===== src/rtl/tspl_pkg.sv =====
// Shared types and constants of the track strip point locator.
`default_nettype none

package tspl_pkg;

  // Defaults for the top-level parameters.
  localparam int MAX_POINTS_DEF  = 256;
  localparam int COORD_BITS_DEF  = 16;

  // Fixed field widths.
  localparam int INDEX_W = 8;
  localparam int PLACE_W = 8;
  localparam int COUNT_W = 9;

  localparam logic [COUNT_W-1:0] COUNT_RESET = 9'd3;
  localparam logic [COUNT_W-1:0] COUNT_MIN   = 9'd3;

  // Command codes.
  localparam logic CMD_LOAD  = 1'b0;
  localparam logic CMD_QUERY = 1'b1;

  // Edge selection codes. The edges of one segment's two triangles, with
  // I and O the inner and outer points, i the segment start, j its end.
  typedef logic [2:0] edge_tag_t;
  localparam edge_tag_t EDGE_OI_II = 3'd0;
  localparam edge_tag_t EDGE_II_IJ = 3'd1;
  localparam edge_tag_t EDGE_IJ_OI = 3'd2;
  localparam edge_tag_t EDGE_IJ_OJ = 3'd3;
  localparam edge_tag_t EDGE_OJ_OI = 3'd4;
  localparam edge_tag_t EDGE_LAST  = EDGE_OJ_OI;
  localparam int        EDGE_CNT   = 5;

  typedef enum logic [2:0] {
    ST_IDLE,
    ST_FIRST,
    ST_NEXT,
    ST_EDGE,
    ST_DRAIN,
    ST_EVAL
  } state_t;

  // Request into the shared edge-function unit.
  typedef struct packed {
    logic      valid;
    edge_tag_t tag;
  } edge_req_t;

  // Sign of one edge function coming out of the unit.
  typedef struct packed {
    logic      valid;
    edge_tag_t tag;
    logic      neg;
    logic      pos;
  } edge_res_t;

endpackage

`default_nettype wire


===== src/rtl/tspl_edge_unit.sv =====
// Pipelined edge-function unit: sign of (px-bx)*(az-bz) - (ax-bx)*(pz-bz).
`default_nettype none

module tspl_edge_unit #(
  parameter int COORD_BITS = tspl_pkg::COORD_BITS_DEF
) (
  input  wire logic                          clk,
  input  wire logic                          rst,
  input  wire tspl_pkg::edge_req_t           req,
  input  wire logic signed [COORD_BITS-1:0]  px,
  input  wire logic signed [COORD_BITS-1:0]  pz,
  input  wire logic signed [COORD_BITS-1:0]  ax,
  input  wire logic signed [COORD_BITS-1:0]  az,
  input  wire logic signed [COORD_BITS-1:0]  bx,
  input  wire logic signed [COORD_BITS-1:0]  bz,
  output tspl_pkg::edge_res_t                res
);

  localparam int DW = COORD_BITS + 1;
  localparam int MW = 2 * DW;
  localparam int SW = MW + 1;

  logic signed [DW-1:0] d_px, d_az, d_ax, d_pz;
  logic signed [MW-1:0] m_left, m_right;
  logic        [SW-1:0] diff;
  logic                 v1, v2;
  tspl_pkg::edge_tag_t  tag1, tag2;

  assign diff = {m_left[MW-1], m_left} - {m_right[MW-1], m_right};

  always_ff @(posedge clk) begin
    if (rst) begin
      v1        <= 1'b0;
      v2        <= 1'b0;
      res.valid <= 1'b0;
    end else begin
      v1        <= req.valid;
      v2        <= v1;
      res.valid <= v2;
    end
    res.tag <= tag2;
    res.neg <= diff[SW-1];
    res.pos <= !diff[SW-1] && (diff != '0);
  end

  always_ff @(posedge clk) begin
    // Differences are one bit wider than the coordinates, so all is exact.
    d_px    <= {px[COORD_BITS-1], px} - {bx[COORD_BITS-1], bx};
    d_az    <= {az[COORD_BITS-1], az} - {bz[COORD_BITS-1], bz};
    d_ax    <= {ax[COORD_BITS-1], ax} - {bx[COORD_BITS-1], bx};
    d_pz    <= {pz[COORD_BITS-1], pz} - {bz[COORD_BITS-1], bz};
    tag1    <= req.tag;
    m_left  <= d_px * d_az;
    m_right <= d_ax * d_pz;
    tag2    <= tag1;
  end

endmodule

`default_nettype wire


===== config.mk =====
export PLATFORM = sky130hd
export DESIGN_NAME = tspl_edge_unit
export DESIGN_NICKNAME = d
export VERILOG_FILES = /design/src/rtl/tspl_pkg.sv /design/src/rtl/tspl_edge_unit.sv
export SDC_FILE = /design/constraint.sdc
export NUM_CORES = 2
export LEC_CHECK = 0
export BUFFER_PORTS_ARGS = -buffer_cell sky130_fd_sc_hd__buf_4
export CORE_MARGIN = 1.5
export CORE_UTILIZATION = 25
export DETAILED_ROUTE_END_ITERATION = 16
export SLEW_MARGIN = 0
export SYNTH_ARGS = -nofsm -noshare
export SYNTH_HDL_FRONTEND = slang
export SYNTH_SLANG_ARGS = --single-unit

===== constraint.sdc =====
create_clock -name clk -period 8.8 [get_ports clk]
set_clock_uncertainty 0.2 [all_clocks]
set_input_delay 0.44 -clock clk [delete_from_list [all_inputs] [get_ports clk]]
set_output_delay 0.44 -clock clk [all_outputs]
set_load 0.05 [all_outputs]

==> impl_results.md <==
* Longest Clk Path Bufs at 2
* Fillcell total at 12,410
* Clk slew on worst S/H paths at 0.09 ns
* Global-route wire length before repair at 124 mm
* M1 WL at 34.2 mm
* Fmax at 145 MHz
* CTS H-tree depth at 4
* Crit Path Class: register to register
* Share of post-route cells with drive strength above 1 at 0.0537
* Inst Count DP at 4,761
* DIE WIDTH at 347 um
* Hold Crit Endpoint: d_px[15]
* Syn. warnings at 0
* Ys async rst share at 0
* IO Count at 108
* Hpwl dp at 64.5 mm
* Post-synth top area share at 0.404
* Clk root buf: clkbuf_16
* Reg2reg path depth at 19
* Cell taking the most area after synthesis: fa_1
* Synthesized Nets at 4,182
* CTS tree: done
* Main synth FF type: dfxtp_1
* Routability cong. at 0.907
* Unique masters post-synth at 77
* Drt wl/cell at 15.8 um
* Register bit total from synthesis at 150
* Syn-to-layout area delta at 10.4%
* CP startpoint kind: register
* Tcrit/Tclk final at 0.782
* Metal3 WL at 3.56 mm
* Gr usage total at 0.132
* Die area at 0.120 mm2
* Routed vias/inst at 4.46
* Synth area leaders: fa_1, ha_1, dfxtp_1
* Critical path capture point type: register
* Core footprint at 0.117 mm2
* Via Count at 21,409
* Routed wl met2 at 37.0 mm
* Worst hold path class: primary input to register
* Post-DP Area at 0.0320 mm2
* Initial DRC Count at 1,219
* Vias in the first global route at 22,757
* Initial antenna violation count at 2
* WP data required at 8.99 ns
* ANT cells at 0
* Setup TNS at 0 ns
* Post_cts resized at 0
* Slew @ Worst Pin at 1.12 ns
* Syn Area/Cell at 9.20 um2
* Synthesized area at 0.0296 mm2
* DRT Pass-1 Iters at 5
* Worst Hold Launch: px[15]
* PortBufs at 107
* Reg2reg end: m_right[30]
* Seq/Total Area, Yosys at 0.102
* Unrepaired setup endpoints after global routing: no
* Post-CTS Setup Inserts at 0
* Net count, final at 4,229
* Final Max Tran Viols at 0
* Max layer used: met5
* Final instance area at 0.0327 mm2
* Outcome: finished clean
* Die height at 347 um
* Max_cap viols at 0
* Hold Slack at 0.0895 ns
* Period minus WS final at 6.88 ns
* Max FO, Critical Path at 17
* Worst R2R Setup Slack at 1.92 ns
* Final Hold Vio Count at 0
* Final cell count without fillers at 4,799
* # rows at 125
* Clk Latency, worst-skew pair at 0.51 ns
* Initial Utilization at 0.253
* CP arrival at 7.07 ns
* Post-synth EDFFs at 0
* Instance count of the mapped netlist at 3,215
* Hold Path Depth at 3
* CTS buffer count at 17
* R2r startpoint: d_pz[2]
* GRT overflow at 0
* Residual DRC count at 0
* Worst slew margin at 0.246
* Hold buffers post-CTS at 6
* Detail Route Antenna Nets at 0
* Largest net degree at the start of global routing at 19
* DRT Wirelength at 75.9 mm
* Clk sinks at 150
* Setup violators final at 0
==> layout by cell type, fill, tap and decap left out, drive strengths merged, types with 38 or more instances in the layout <==
cell type and count:
inv 692, fa 597, nor2 101, nand3 38, nand2 327, a21o 48, ha 268, buf 113
o21ai 67, a21oi 102, xnor2 104, dfxtp 150, and2 296
==> layout make-up <==
class / count / area (um2) / share of cell area
clock inverters: 15 / 190 / 0.00582
repair buffers: 119 / 908 / 0.0278
well taps: 1524 / 1910 / 0.0584
flip-flops and latches: 150 / 3000 / 0.0920
inverters: 689 / 2590 / 0.0792
multi-input cells: 2285 / 23600 / 0.724
clock buffers: 17 / 425 / 0.0130
==> layer usage <==
| layer | GRT usage | vias up |
|---|---|---|
| met2 | 0.224 | 458 |
| li1 | - | 9986 |
| met4 | 0.0241 | 2 |
| met3 | 0.0228 | 63 |
| met5 | 0 | - |
| met1 | 0.176 | 10900 |
==> cell usage after synthesis (31+ instances only) <==
library cell	n
a21oi_1	100
and2_1	296
a21o_1	47
nand2_1	327
o21ai_0	61
xnor2_1	104
ha_1	268
xor2_1	31
clkbuf_1	90
inv_1	689
dfxtp_1	150
nor2_1	100
nor2b_1	33
nand3_1	38
fa_1	597
==> registers in the layout (all words and copies together) (netlist names) <==
name and cells:
d_ax 17, d_az 17, d_px 17, d_pz 17, m_left 34, m_right 34, res 6, tag1 3
tag2 3, v1 1, v2 1
==> per-stage QoR <==
| step | utilization | setup slack (ns) |
|---|---|---|
| floorplan | - | 2.49 |
| CTS | 0.280 | 1.91 |
| finish | 0.280 | 1.92 |
| global route | 0.280 | 1.55 |
| detailed placement | 0.274 | 1.93 |
| global placement | 0.274 | 2.03 |
==> kinds of logic (layout without fill, tap and decap cells) <==
family	count (synthesis)	count (layout)	synth area share
AO/OA/AOI/OAI	361	361	0.0832
XOR/XNOR	135	135	0.0400
adder cells (fa/ha/maj)	865	865	0.518
buffers and inverters	780	840	0.0991
flip-flops	150	150	0.102
multiplexers	5	5	0.00169
AND/OR/NAND/NOR	919	919	0.157
==> worst max-delay path by stage <==
stage            start           to  slack (ns)
3_3_place_gp   d_pz[2]  m_right[30]        2.03
3_5_place_dp   d_px[9]   m_left[33]        1.93
2_1_floorplan  d_az[8]   m_left[33]        2.49
6_report       d_pz[2]  m_right[30]        1.92
4_1_cts        d_px[9]   m_left[33]        1.91
5_1_grt        d_px[7]   m_left[33]        1.55
==> critical path, stage by stage, from the launching register on <==
cell       delay [ns]
dfxtp_1          0.81
nand2_1          0.17
fa_1             0.54
fa_1             0.53
fa_1             0.52
inv_1            0.06
fa_1             0.49
fa_1             0.49
inv_1            0.05
fa_1             0.47
inv_1            0.04
ha_1             0.36
o211ai_1         0.14
or2_2            0.30
or3_1            0.40
a31oi_1          0.46
o21ai_0          0.26
o2111ai_1        0.24
a21oi_1          0.11
xnor2_1          0.13
Power is not shown: default switching activity piles up to over one toggle a cycle in this logic, so the estimate is an artifact.
