<file path="src/rtl/tspl_pkg.sv">
// Shared types and constants of the track strip point locator.
`default_nettype none

package tspl_pkg;

  // Defaults for the top-level parameters.
  localparam int MAX_POINTS_DEF  = 256;
  localparam int COORD_BITS_DEF  = 16;

  // Fixed field widths.
  localparam int INDEX_W = 8;
  localparam int PLACE_W = 8;
  localparam int COUNT_W = 9;

  localparam logic [COUNT_W-1:0] COUNT_RESET = 9'd3;
  localparam logic [COUNT_W-1:0] COUNT_MIN   = 9'd3;

  // Command codes.
  localparam logic CMD_LOAD  = 1'b0;
  localparam logic CMD_QUERY = 1'b1;

  // Edge selection codes. The edges of one segment's two triangles, with
  // I and O the inner and outer points, i the segment start, j its end.
  typedef logic [2:0] edge_tag_t;
  localparam edge_tag_t EDGE_OI_II = 3'd0;
  localparam edge_tag_t EDGE_II_IJ = 3'd1;
  localparam edge_tag_t EDGE_IJ_OI = 3'd2;
  localparam edge_tag_t EDGE_IJ_OJ = 3'd3;
  localparam edge_tag_t EDGE_OJ_OI = 3'd4;
  localparam edge_tag_t EDGE_LAST  = EDGE_OJ_OI;
  localparam int        EDGE_CNT   = 5;

  typedef enum logic [2:0] {
    ST_IDLE,
    ST_FIRST,
    ST_NEXT,
    ST_EDGE,
    ST_DRAIN,
    ST_EVAL
  } state_t;

  // Request into the shared edge-function unit.
  typedef struct packed {
    logic      valid;
    edge_tag_t tag;
  } edge_req_t;

  // Sign of one edge function coming out of the unit.
  typedef struct packed {
    logic      valid;
    edge_tag_t tag;
    logic      neg;
    logic      pos;
  } edge_res_t;

endpackage

`default_nettype wire

</file>
<file path="src/rtl/tspl_ctrl.sv">
// Sequencer: walks the segments, feeds the edge unit and forms the result.
`default_nettype none

module tspl_ctrl #(
  parameter int MAX_POINTS = tspl_pkg::MAX_POINTS_DEF,
  parameter int COORD_BITS = tspl_pkg::COORD_BITS_DEF
) (
  input  wire logic                                clk,
  input  wire logic                                rst,
  input  wire logic                                start,
  input  wire logic                                cmd,
  input  wire logic [tspl_pkg::INDEX_W-1:0]        entry_index,
  input  wire logic [tspl_pkg::COUNT_W-1:0]        point_count,
  input  wire logic signed [COORD_BITS-1:0]        query_x,
  input  wire logic signed [COORD_BITS-1:0]        query_z,
  output logic                                     busy,
  output logic                                     wr_en,
  output logic [$clog2(MAX_POINTS)-1:0]            wr_addr,
  output logic                                     rd_en,
  output logic [$clog2(MAX_POINTS)-1:0]            rd_addr,
  input  wire logic [4*COORD_BITS-1:0]             rd_data,
  output tspl_pkg::edge_req_t                      edge_req,
  output logic signed [COORD_BITS-1:0]             px,
  output logic signed [COORD_BITS-1:0]             pz,
  output logic signed [COORD_BITS-1:0]             ax,
  output logic signed [COORD_BITS-1:0]             az,
  output logic signed [COORD_BITS-1:0]             bx,
  output logic signed [COORD_BITS-1:0]             bz,
  input  wire tspl_pkg::edge_res_t                 edge_res,
  output logic                                     result_valid,
  output logic [tspl_pkg::PLACE_W-1:0]             place_index,
  output logic                                     on_track
);

  localparam int IW = $clog2(MAX_POINTS);
  localparam int CW = COORD_BITS;
  localparam int EW = IW + tspl_pkg::INDEX_W;
  localparam int PW = IW + tspl_pkg::PLACE_W;

  tspl_pkg::state_t    state, state_next;
  tspl_pkg::edge_tag_t k;

  logic [IW-1:0]   seg, seg_succ, last_seg, last_next;
  logic [4*CW-1:0] cur;
  logic [EW-1:0]   entry_wide;
  logic [PW-1:0]   seg_wide;
  logic            accept, query_go, in_range, hit, done;
  logic            tri_a, tri_b;
  logic            neg_flags [tspl_pkg::EDGE_CNT];
  logic            pos_flags [tspl_pkg::EDGE_CNT];

  logic signed [CW-1:0] ci_x, ci_z, co_x, co_z, ni_x, ni_z, no_x, no_z;
  logic signed [CW-1:0] cur_px_q, cur_pz_q;

  assign ci_x = cur[4*CW-1:3*CW];
  assign ci_z = cur[3*CW-1:2*CW];
  assign co_x = cur[2*CW-1:CW];
  assign co_z = cur[CW-1:0];
  // The end pair of the segment stays on the read port while edges issue.
  assign ni_x = rd_data[4*CW-1:3*CW];
  assign ni_z = rd_data[3*CW-1:2*CW];
  assign no_x = rd_data[2*CW-1:CW];
  assign no_z = rd_data[CW-1:0];

  assign accept   = start && !busy;
  assign query_go = accept && (cmd == tspl_pkg::CMD_QUERY);

  assign entry_wide = {{IW{1'b0}}, entry_index};
  assign in_range   = entry_wide < EW'(MAX_POINTS);
  assign wr_addr    = entry_wide[IW-1:0];
  assign wr_en      = accept && (cmd == tspl_pkg::CMD_LOAD) && in_range;

  always_comb begin
    if (point_count < tspl_pkg::COUNT_MIN) begin
      last_next = IW'(tspl_pkg::COUNT_MIN - 9'd1);
    end else if (32'(point_count) > MAX_POINTS) begin
      last_next = IW'(MAX_POINTS - 1);
    end else begin
      last_next = IW'(point_count - 9'd1);
    end
  end

  // The segment after the last one closes the track back to pair 0.
  assign seg_succ = (seg == last_seg) ? '0 : seg + IW'(1);
  assign seg_wide = {{tspl_pkg::PLACE_W{1'b0}}, seg};

  // The second triangle's edge from OI to IJ is the first triangle's edge
  // from IJ to OI reversed, so its signs are swapped instead of recomputed.
  assign tri_a = !((neg_flags[0] || neg_flags[1] || neg_flags[2]) &&
                   (pos_flags[0] || pos_flags[1] || pos_flags[2]));
  assign tri_b = !((pos_flags[2] || neg_flags[3] || neg_flags[4]) &&
                   (neg_flags[2] || pos_flags[3] || pos_flags[4]));
  assign hit   = tri_a || tri_b;
  assign done  = hit || (seg == last_seg);

  assign px = cur_px_q;
  assign pz = cur_pz_q;

  always_comb begin
    case (k)
      tspl_pkg::EDGE_OI_II: begin
        ax = co_x; az = co_z; bx = ci_x; bz = ci_z;
      end
      tspl_pkg::EDGE_II_IJ: begin
        ax = ci_x; az = ci_z; bx = ni_x; bz = ni_z;
      end
      tspl_pkg::EDGE_IJ_OI: begin
        ax = ni_x; az = ni_z; bx = co_x; bz = co_z;
      end
      tspl_pkg::EDGE_IJ_OJ: begin
        ax = ni_x; az = ni_z; bx = no_x; bz = no_z;
      end
      tspl_pkg::EDGE_OJ_OI: begin
        ax = no_x; az = no_z; bx = co_x; bz = co_z;
      end
      default: begin
        ax = co_x; az = co_z; bx = ci_x; bz = ci_z;
      end
    endcase
  end

  always_comb begin
    state_next = state;
    case (state)
      tspl_pkg::ST_IDLE: begin
        if (query_go) begin
          state_next = tspl_pkg::ST_FIRST;
        end
      end
      tspl_pkg::ST_FIRST: begin
        state_next = tspl_pkg::ST_NEXT;
      end
      tspl_pkg::ST_NEXT: begin
        state_next = tspl_pkg::ST_EDGE;
      end
      tspl_pkg::ST_EDGE: begin
        if (k == tspl_pkg::EDGE_LAST) begin
          state_next = tspl_pkg::ST_DRAIN;
        end
      end
      tspl_pkg::ST_DRAIN: begin
        if (edge_res.valid && (edge_res.tag == tspl_pkg::EDGE_LAST)) begin
          state_next = tspl_pkg::ST_EVAL;
        end
      end
      tspl_pkg::ST_EVAL: begin
        state_next = done ? tspl_pkg::ST_IDLE : tspl_pkg::ST_NEXT;
      end
      default: begin
        state_next = tspl_pkg::ST_IDLE;
      end
    endcase
  end

  always_comb begin
    busy           = 1'b1;
    rd_en          = 1'b0;
    rd_addr        = seg_succ;
    edge_req.valid = 1'b0;
    edge_req.tag   = k;
    case (state)
      tspl_pkg::ST_IDLE: begin
        busy = 1'b0;
      end
      tspl_pkg::ST_FIRST: begin
        rd_en   = 1'b1;
        rd_addr = '0;
      end
      tspl_pkg::ST_NEXT: begin
        rd_en = 1'b1;
      end
      tspl_pkg::ST_EDGE: begin
        edge_req.valid = 1'b1;
      end
      default: begin
        busy = 1'b1;
      end
    endcase
  end

  always_ff @(posedge clk) begin
    if (rst) begin
      state        <= tspl_pkg::ST_IDLE;
      k            <= tspl_pkg::EDGE_OI_II;
      result_valid <= 1'b0;
    end else begin
      state        <= state_next;
      result_valid <= (state == tspl_pkg::ST_EVAL) && done;
      if (state == tspl_pkg::ST_EDGE) begin
        k <= k + 3'd1;
      end else begin
        k <= tspl_pkg::EDGE_OI_II;
      end
    end
  end

  always_ff @(posedge clk) begin
    if (query_go) begin
      cur_px_q <= query_x;
      cur_pz_q <= query_z;
      last_seg <= last_next;
      seg      <= '0;
    end
    // Pair 0 arrives while the first segment's end pair is being read.
    if ((state == tspl_pkg::ST_NEXT) && (seg == '0)) begin
      cur <= rd_data;
    end
    if (edge_res.valid) begin
      neg_flags[edge_res.tag] <= edge_res.neg;
      pos_flags[edge_res.tag] <= edge_res.pos;
    end
    if (state == tspl_pkg::ST_EVAL) begin
      cur         <= rd_data;
      place_index <= seg_wide[tspl_pkg::PLACE_W-1:0];
      on_track    <= hit;
      if (!done) begin
        seg <= seg_succ;
      end
    end
  end

endmodule

`default_nettype wire

</file>
<file path="config.mk">
export PLATFORM = sky130hd
export DESIGN_NAME = tspl_ctrl
export DESIGN_NICKNAME = d
export VERILOG_FILES = /design/src/rtl/tspl_pkg.sv /design/src/rtl/tspl_ctrl.sv
export SDC_FILE = /design/constraint.sdc
export NUM_CORES = 1
export LEC_CHECK = 0
export ABC_AREA = 0
export CORE_MARGIN = 2
export CORE_UTILIZATION = 27
export CTS_CLUSTER_DIAMETER = 150
export CTS_CLUSTER_SIZE = 30
export DETAILED_ROUTE_END_ITERATION = 10
export DONT_BUFFER_PORTS = 1
export HOLD_SLACK_MARGIN = 0.08
export PLACE_DENSITY = 0.36
export RECOVER_POWER = 25
export SLEW_MARGIN = 20
export SYNTH_ARGS = -nofsm -noshare
export SYNTH_HDL_FRONTEND = slang
export SYNTH_SLANG_ARGS = --single-unit
</file>
<file path="constraint.sdc">
create_clock -name clk -period 7.9 [get_ports clk]
set_input_delay 0.79 -clock clk [delete_from_list [all_inputs] [get_ports clk]]
set_output_delay 0.79 -clock clk [all_outputs]
set_load 0.02 [all_outputs]
</file>
==> flow_summary_export.csv <==
group,metric,value,unit
final_layout,area.sequential,3990,sq um
flow_run,max-cap-violations,0,
critical_path,cp_data_required_time,7.11,ns
logic_synthesis,ys_top_cells_by_area,"sky130_fd_sc_hd__edfxtp_1, sky130_fd_sc_hd__a222oi_1, sky130_fd_sc_hd__a21oi_1",
logic_synthesis,yosys.area_share.xor_xnor,2.07,%
sta,timing_worst_slew_pin_value,1.02,ns
logic_synthesis,netlist_top_cells_count,"sky130_fd_sc_hd__edfxtp_1, sky130_fd_sc_hd__a21oi_1, sky130_fd_sc_hd__a222oi_1",
route,detail_route.first_pass.iterations,8,
sta,finalClockSkew,0.00815,ns
clocking,max-clock-path-buffers,2,
critical_path,crit_fanout,98,
die,placement_rows,56,
route,route.antenna.remaining_nets,0,
critical_path,setup.reg_to_reg.worst_slack,5.54,ns
die,total_die_area,24800,sq um
critical_path,worstPathArrival,3.89,ns
final_layout,n_antenna_cell,0,
die,initial_core_util,27.3,%
critical_path,critPathMaxStageDelay,0.90,ns
clocking,clock_sinks,138,
sta,final-hold-violation-count,0,
logic_synthesis,synth-seq-area-share,62.8,%
global_routing,grt_remaining_overflow,0,
clocking,post_cts_resize_count,0,
logic_synthesis,synth_seq_cells,138,
final_layout,fillCellCount,2377,
clocking,cts.htree.levels,4,
final_layout,final_nets,636,
global_routing,global_route.usage.total,15.0,%
critical_path,setup.worst_path.end_class,"output pin",
sta,period_needed,4.68,ns
clocking,clk_latency,0.42,ns
critical_path,cp_cell_sequence,"ha_1 > ha_1 > buf_4 > nand2b_2 > buf_4 > or3_4 > nor2_1 > a21oi_1",
logic_synthesis,yosys.area_share.simple,11.1,%
critical_path,worst_path_max_delay_cell,"sky130_fd_sc_hd__or3_4",
die,core_area,23300,sq um
global_routing,grt_first_pass_wirelength,27500,um
final_layout,area_delta_synth_final,13.1,%
die,dieHeight,157,um
route,route.vias.total,4535,
place,detailed_place_hpwl,12500,um
logic_synthesis,synth_area_in_compound_gates,17.7,%
route,detail_route.vias_per_cell,5.42,
sta,maxSlewViolCount,0,
logic_synthesis,synth-async-reset-ratio,0,%
route,wl,19000,um
critical_path,cp-start-kind,"register",
power_and_ir_drop,ir_worst_vdd,0.101,mV
route,detailed_route_iter0_violations,777,
sta,min_period_over_period,59.2,%
logic_synthesis,synthesis.area,6360,sq um
sta,max_slew_margin,31.9,%
logic_synthesis,synth_enable_flop_cells,123,
logic_synthesis,post_synth_fa_ha_maj_area_fraction,1.77,%
logic_synthesis,synthMostInstantiatedCell,"sky130_fd_sc_hd__edfxtp_1",
power_and_ir_drop,power_leakage,0.00234,uW
logic_synthesis,yosysTopAreaCell,"sky130_fd_sc_hd__edfxtp_1",
die,die_w,157,um
power_and_ir_drop,power_per_standard_cell_area,240,nW/um^2
logic_synthesis,mappedNetlistNets,659,
global_routing,antenna_found_initial,0,
power_and_ir_drop,design_power,1730,uW
final_layout,multi_input_comb_area,2120,sq um
global_routing,grt_start_max_net_pins,99,
clocking,cts.clk_slew.worst_paths,0.06,ns
global_routing,first_global_vias,4570,
hold_path,worstHoldPathType,"in2reg",
clocking,postCtsHoldBufs,0,
logic_synthesis,synthesis.area_per_instance,12.1,sq um
sta,summed_negative_setup_slack_over_all_endpoints,0,ns
logic_synthesis,synthMuxAreaShare,0,%
final_layout,post_route_cells_drive_above_1_share,8.90,%
outcome,status,"finished, final reports clean",
sta,rsz0062_at_grt,"no",
route,drt_drc_violations_left,0,
critical_path,critPathKind,"reg2out",
logic_synthesis,synth_top_area_share,58.1,%
route,route.detailed.wl_per_inst,22.7,um
logic_synthesis,synth.distinct_cells,38,
clocking,tritoncts_clock_tree,"built",
logic_synthesis,largest_family_of_logic_cells_by_synthesized_area,"compound AO/OA/AOI/OAI gates",
clocking,clockRootBuffer,"sky130_fd_sc_hd__clkbuf_16",
die,floorplan.io_pins,252,
place,io_buffer_count,0,
logic_synthesis,yosys_most_used_dff,"sky130_fd_sc_hd__edfxtp_1",
clocking,cts_setup_buffers,0,
sta,final-setup-viol-count,0,
logic_synthesis,post_synth_inst_count,527,
place,gp_congestion,0.767,
logic_synthesis,synth_warnings,0,
clocking,tritoncts.num_buffers,17,
sta,max_freq,214,MHz
final cells by class:
cell class	instances	share of cell area, %
repair buffers	6	0.800
well taps	319	5.55
multi-input cells	329	29.5
clock buffers	17	5.92
clock inverters	15	2.12
flip-flops and latches	138	55.5
inverters	12	0.626
per-stage QoR:
stage / std cells / area [sq um] / worst slack, ns / hold WS, ns / utilization [%]
3_5_place_dp: 803 / 6590 / 3.61 / 0.561 / 28.3
4_1_cts: 835 / 7170 / 3.15 / 0.414 / 30.8
2_1_floorplan: 527 / 6360 / 4.56 / 0.505 / -
5_1_grt: 836 / 7190 / 2.89 / 0.411 / 30.9
3_3_place_gp: 803 / 6590 / 3.64 / 0.558 / 28.3
6_report: 836 / 7190 / 3.22 / 0.437 / 30.9
registers in the layout, summed over array words and instances, names as in the netlist, 3 cells and up:
signal and count:
cur 64, px 16, pz 16, last_seg 8, place_index 8, seg 8
neg_flags 5, pos_flags 5, k 3, state 3
layer usage:
metal	vias up	track usage, %	share of wire [%]
met5	-	0	0
met4	0	5.54	2.1
met3	23	8.29	13
met2	305	22.6	46
met1	2179	17.9	39
li1	2028	-	-
worst max-delay path, delay by kind of cell (launching register included):
family / cells / cell delay, ns
AND/OR/NAND/NOR: 3 / 1.17
flip-flops: 1 / 0.54
AO/OA/AOI/OAI: 1 / 0.56
buffers and inverters: 2 / 0.83
adder cells (fa/ha/maj): 2 / 0.35
worst paths after layout:
path                            startpoint        to  cells after the start
worst min-delay path                   rst  state[0]                      1
worst max-delay path                  k[0]     az[5]                      8
worst max register to register      seg[0]    seg[3]                      5
worst min register to register      seg[7]    seg[7]                      1
cell usage in the layout, fill, tap and decap left out, types with 2 or more instances in the layout:
master                      count
sky130_fd_sc_hd__edfxtp_1     123
sky130_fd_sc_hd__a21oi_1       68
sky130_fd_sc_hd__a222oi_1      64
sky130_fd_sc_hd__nor2_1        60
sky130_fd_sc_hd__nand2_1       42
sky130_fd_sc_hd__clkbuf_16     17
sky130_fd_sc_hd__dfxtp_1       15
sky130_fd_sc_hd__inv_1         12
sky130_fd_sc_hd__xor2_1        10
sky130_fd_sc_hd__nand2b_1       9
sky130_fd_sc_hd__ha_1           9
sky130_fd_sc_hd__a21o_1         6
sky130_fd_sc_hd__nor3_1         6
sky130_fd_sc_hd__inv_6          6
sky130_fd_sc_hd__xnor2_1        5
sky130_fd_sc_hd__buf_4          5
sky130_fd_sc_hd__nand3b_1       4
sky130_fd_sc_hd__nor3b_1        4
sky130_fd_sc_hd__nor2b_1        3
sky130_fd_sc_hd__or3_1          3
sky130_fd_sc_hd__and3_1         3
sky130_fd_sc_hd__nor4_1         3
sky130_fd_sc_hd__nand3_1        3
sky130_fd_sc_hd__o21ai_0        3
sky130_fd_sc_hd__inv_8          3
sky130_fd_sc_hd__clkinv_4       3
sky130_fd_sc_hd__o22a_1         2
sky130_fd_sc_hd__o21ai_1        2
sky130_fd_sc_hd__nor4bb_1       2
sky130_fd_sc_hd__nor4b_1        2
sky130_fd_sc_hd__a22oi_1        2
sky130_fd_sc_hd__clkinv_8       2
power by group:
part	leakage (uW)	total [uW]	switching, uW	internal, uW
sequential	0.00123	858	25.4	832
clock	0.000281	778	357	421
combinational	0.000827	93.0	72.2	20.8
total	0.00234	1730	454	1270
cell families after synthesis:
logic type                 Yosys count
xor gates and xnor gates            15
DFF                                138
and+or+nand+nor                    153
AOI/OAI and AO/OA                  152
adders and majority gates            9
buffers and inverters               60
(Power assumes the default switching activity.)
